## config.mk

```make
export PLATFORM = sky130hd
export DESIGN_NAME = ficb_ram
export DESIGN_NICKNAME = d
export VERILOG_FILES = /design/src/hw/rtl/ficb_ram.sv
export SDC_FILE = /design/constraint.sdc
export NUM_CORES = 2
export LEC_CHECK = 0
export BUFFER_PORTS_ARGS = -buffer_cell sky130_fd_sc_hd__buf_2
export CAP_MARGIN = 5
export CORE_UTILIZATION = 30
export DETAILED_ROUTE_END_ITERATION = 6
export MAX_ROUTING_LAYER = met4
export PLACE_DENSITY = 0.56
export RECOVER_POWER = 50
export SYNTH_ARGS = -nofsm -noshare
export SYNTH_HDL_FRONTEND = slang
export SYNTH_SLANG_ARGS = --single-unit
```

## constraint.sdc

```tcl
create_clock -name aclk -period 3.8 [get_ports aclk]
set_input_delay 0.76 -clock aclk [delete_from_list [all_inputs] [get_ports aclk]]
set_output_delay 0.76 -clock aclk [all_outputs]
set_load 0.01 [all_outputs]
```

## src/hw/rtl/ficb_ram.sv

```systemverilog
// ----------------------------------------------------------------------------
// ficb_ram
// Simple dual-port RAM: one write port, one read port with registered data.
// ----------------------------------------------------------------------------
`default_nettype none

module ficb_ram #(
    parameter  int WIDTH  = 32,
    parameter  int DEPTH  = 64,
    localparam int ADDR_W = (DEPTH > 1) ? $clog2(DEPTH) : 1
) (
    input  wire logic              aclk,
    input  wire logic              wr_en,
    input  wire logic [ADDR_W-1:0] wr_addr,
    input  wire logic [WIDTH-1:0]  wr_data,
    input  wire logic [ADDR_W-1:0] rd_addr,
    output logic      [WIDTH-1:0]  rd_data
);

    logic [WIDTH-1:0] mem_reg [DEPTH];
    logic [WIDTH-1:0] rd_data_reg;

    always_ff @(posedge aclk) begin
        if (wr_en) begin
            mem_reg[wr_addr] <= wr_data;
        end
        rd_data_reg <= mem_reg[rd_addr];
    end

    assign rd_data = rd_data_reg;

endmodule

`default_nettype wire
```

==> results.ini <==
[detailed_routing]
wirelength_um = 216700
drt-wirelength-per-cell_um = 29.42
vias_per_cell = 5.075
first_pass_iters = 6
drc_errors = 0
vias = 37375
detail-route-antenna-nets = 0
drtIter0Drc = 4404

[timing]
fin_crit_ns = 3.053
fin_skew_ns = 0.04529
fmax_mhz = 327.6
max_slew_margin_pct = -103.8
final-max-slew-violation-count = 1676
finalSetupViolations = 0
hold_violations = 0
holdWs_ns = 0.3886
fin_tns_setup_ns = 0
fin_crit_sh_pct = 80.33
max_slew.worst_pin.slew_ns = 3.057
rsz0062_at_grt = no

[flow_run]
maxCapViolCount = 37

[setup_path]
worstPathArrival_ns = 3.59
cp_max_fo = 19
r2r_start = mem_reg[24][2]$_DFFE_PP_
worstSetupEndpointType = flip-flop
cp-startpoint = wr_addr[3]
worst-setup-path-type = in2reg
start_kind = input pin
critPathRequiredTime_ns = 4.34

[floorplanning]
pin_count = 78
start_util_pct = 30.20
rows = 187
design.core.area_sq_um = 259900
die-area_sq_um = 263800
dieWidth_um = 513.6
die_h_um = 513.6

[hold_path]
min_path_type = in2reg
min-delay-start = wr_data[1]

[clocking]
post_cts_resized = 0
cts_hold_buffers = 0
htree_levels = 4
cts_buffers = 208
cts_tree = yes
clock_tree.buffer_depth = 3
cts.sinks = 2080
clk_latency_ns = 0.87
clk_pin_slew_ns = 0.06
root_buffer = clkbuf_16
cts_setup_buffers = 0

[final_layout]
area_growth_pct = 17.35
drive_above_1_share_pct = 30.13
multiInputGateArea_sq_um = 15930
largest_reg_flops = 2048
final_nets = 3731
seq_area_sq_um = 62140
final_util_pct = 35.44
fillers = 23784

[yosys]
yosys.cell_types.count = 34
avgSynthCellArea_sq_um = 23.62
netlist_instances = 3324
yosys_warnings = 0
syn_nets = 3370
synth_top_area_share_pct = 78.33
ys_seq_elements = 2080
yosysSeqAreaShare_pct = 79.14
synth_top_area_cell = edfxtp_1
synth_area_leaders = edfxtp_1 (78%), mux4_2 (16%), mux2i_1 (1.2%)
synth.cell_area_sq_um = 78520

[global_routing]
grt_pass1_wl_um = 303800
antenna_found_initial = 22
grt-ovfl-total = 0
grt_pass1_vias = 38327
grt_usage_pct = 16.89
grt_max_degree = 65

[status]
outcome = complete, but fails checks
violations = max-capacitance violations, max-slew violations

[power_and_ir_drop]
power_frac_seq_pct = 53.3
ir_drop_mv = 0.5089
powerDensity_nw_per_um2 = 520.0
leakage_nw = 28.25
power.switching_mw = 10.38
fin_total_pwr_mw = 47.91
p_sw_share_pct = 21.66
combPwrFrac_pct = 5.2
pwr-share-clk_pct = 41.4
internal_power_mw = 37.54

[placed_design]
place.port_buffers = 77
gp_congestion = 0.8011
place_hpwl_um = 125600

## cells in the mapped netlist
| cell type | n |
|---|---|
| o22ai_1 | 84 |
| buf_2 | 57 |
| nor2b_1 | 15 |
| buf_1 | 21 |
| nor2_1 | 137 |
| nand4b_1 | 1 |
| dfxtp_1 | 32 |
| edfxtp_1 | 2048 |
| nand3_1 | 5 |
| a41o_1 | 4 |
| o221ai_1 | 27 |
| and3_1 | 4 |
| nand2b_1 | 8 |
| buf_4 | 25 |
| nand3b_1 | 5 |
| nand2_1 | 26 |
| buf_6 | 5 |
| o32ai_1 | 4 |
| or3b_1 | 2 |
| nand4_1 | 2 |
| a21oi_1 | 62 |
| mux2i_1 | 93 |
| or2_1 | 1 |
| and2_1 | 2 |
| or3b_2 | 3 |
| mux4_2 | 544 |
| or2_0 | 1 |
| a22oi_1 | 12 |
| a311oi_1 | 8 |
| nor3_1 | 7 |
| a31oi_1 | 1 |
| or3_1 | 3 |
| or2_2 | 1 |
| clkbuf_1 | 74 |
## through the flow
step,setup WS (ns),cells,cell area (sq um)
4_1_cts,0.8889,7356,92320
6_report,0.7475,7365,92140
2_1_floorplan,0.3881,3324,78530
3_3_place_gp,-0.05161,6971,85750
3_5_place_dp,-0.04059,6971,85750
5_1_grt,0.7194,7363,92130
## final timing paths
kind,endpoint,slack (ns),cells past startpoint
max reg2reg,rd_data[2]$_DFF_P_,1.23,5
min reg2reg,rd_data[4]$_DFF_P_,0.76,4
min,mem_reg[33][1]$_DFFE_PP_,0.39,1
max,mem_reg[31][21]$_DFFE_PP_,0.75,5
## per-layer routing
layer,part of all wire [%],track usage [%],vias to the layer above
li1,-,-,15031
met2,48,26.65,1468
met1,42,22.41,20589
met4,2.9,5.186,0
met3,6.9,2.725,287
met5,0,-,-
## power groups by stage
stage	Combinational, mW	Sequential (mW)	Clock [mW]
floorplan	1.24	26.0	0
global placement	2.55	26.0	0
detailed placement	2.58	26.0	0
CTS	2.58	25.5	20.2
global route	2.65	25.6	21.1
finish	2.51	25.6	19.8
## cell type report
cell class,instances,area share [%]
sequential,2080,67.44
multi-input combinational,1062,17.29
clock buffer,279,6.114
tap,3496,4.748
timing repair buffer,333,3.365
clock inverter,106,1.018
antenna,9,0.02444
## cells by family after synthesis
family          share of synthesized area, %
buf+inv                                1.128
mux                                    16.79
flops                                  79.14
simple gates                           1.265
compound gates                         1.673
## worst max-delay path, stage by stage
cell and delay (ns):
clkbuf_1 0.53, nand3b_1 0.14, buf_4 0.24, nor2_1 1.57
buf_12 0.30
## cell usage in the layout (no fill, tap or decap), types with 41 or more instances in the layout
cell type  Yosys  final
edfxtp_1    2048   2048
mux4_2       544    544
clkbuf_16      0    209
buf_4         25    154
clkbuf_1      74    117
mux2i_1       93     93
o22ai_1       84     84
nor2_1       137     82
buf_12         0     72
a21oi_1       62     62
nor2_4         0     55
clkinv_1       0     42
buf_2         57     41
(Power assumes the default switching activity.)
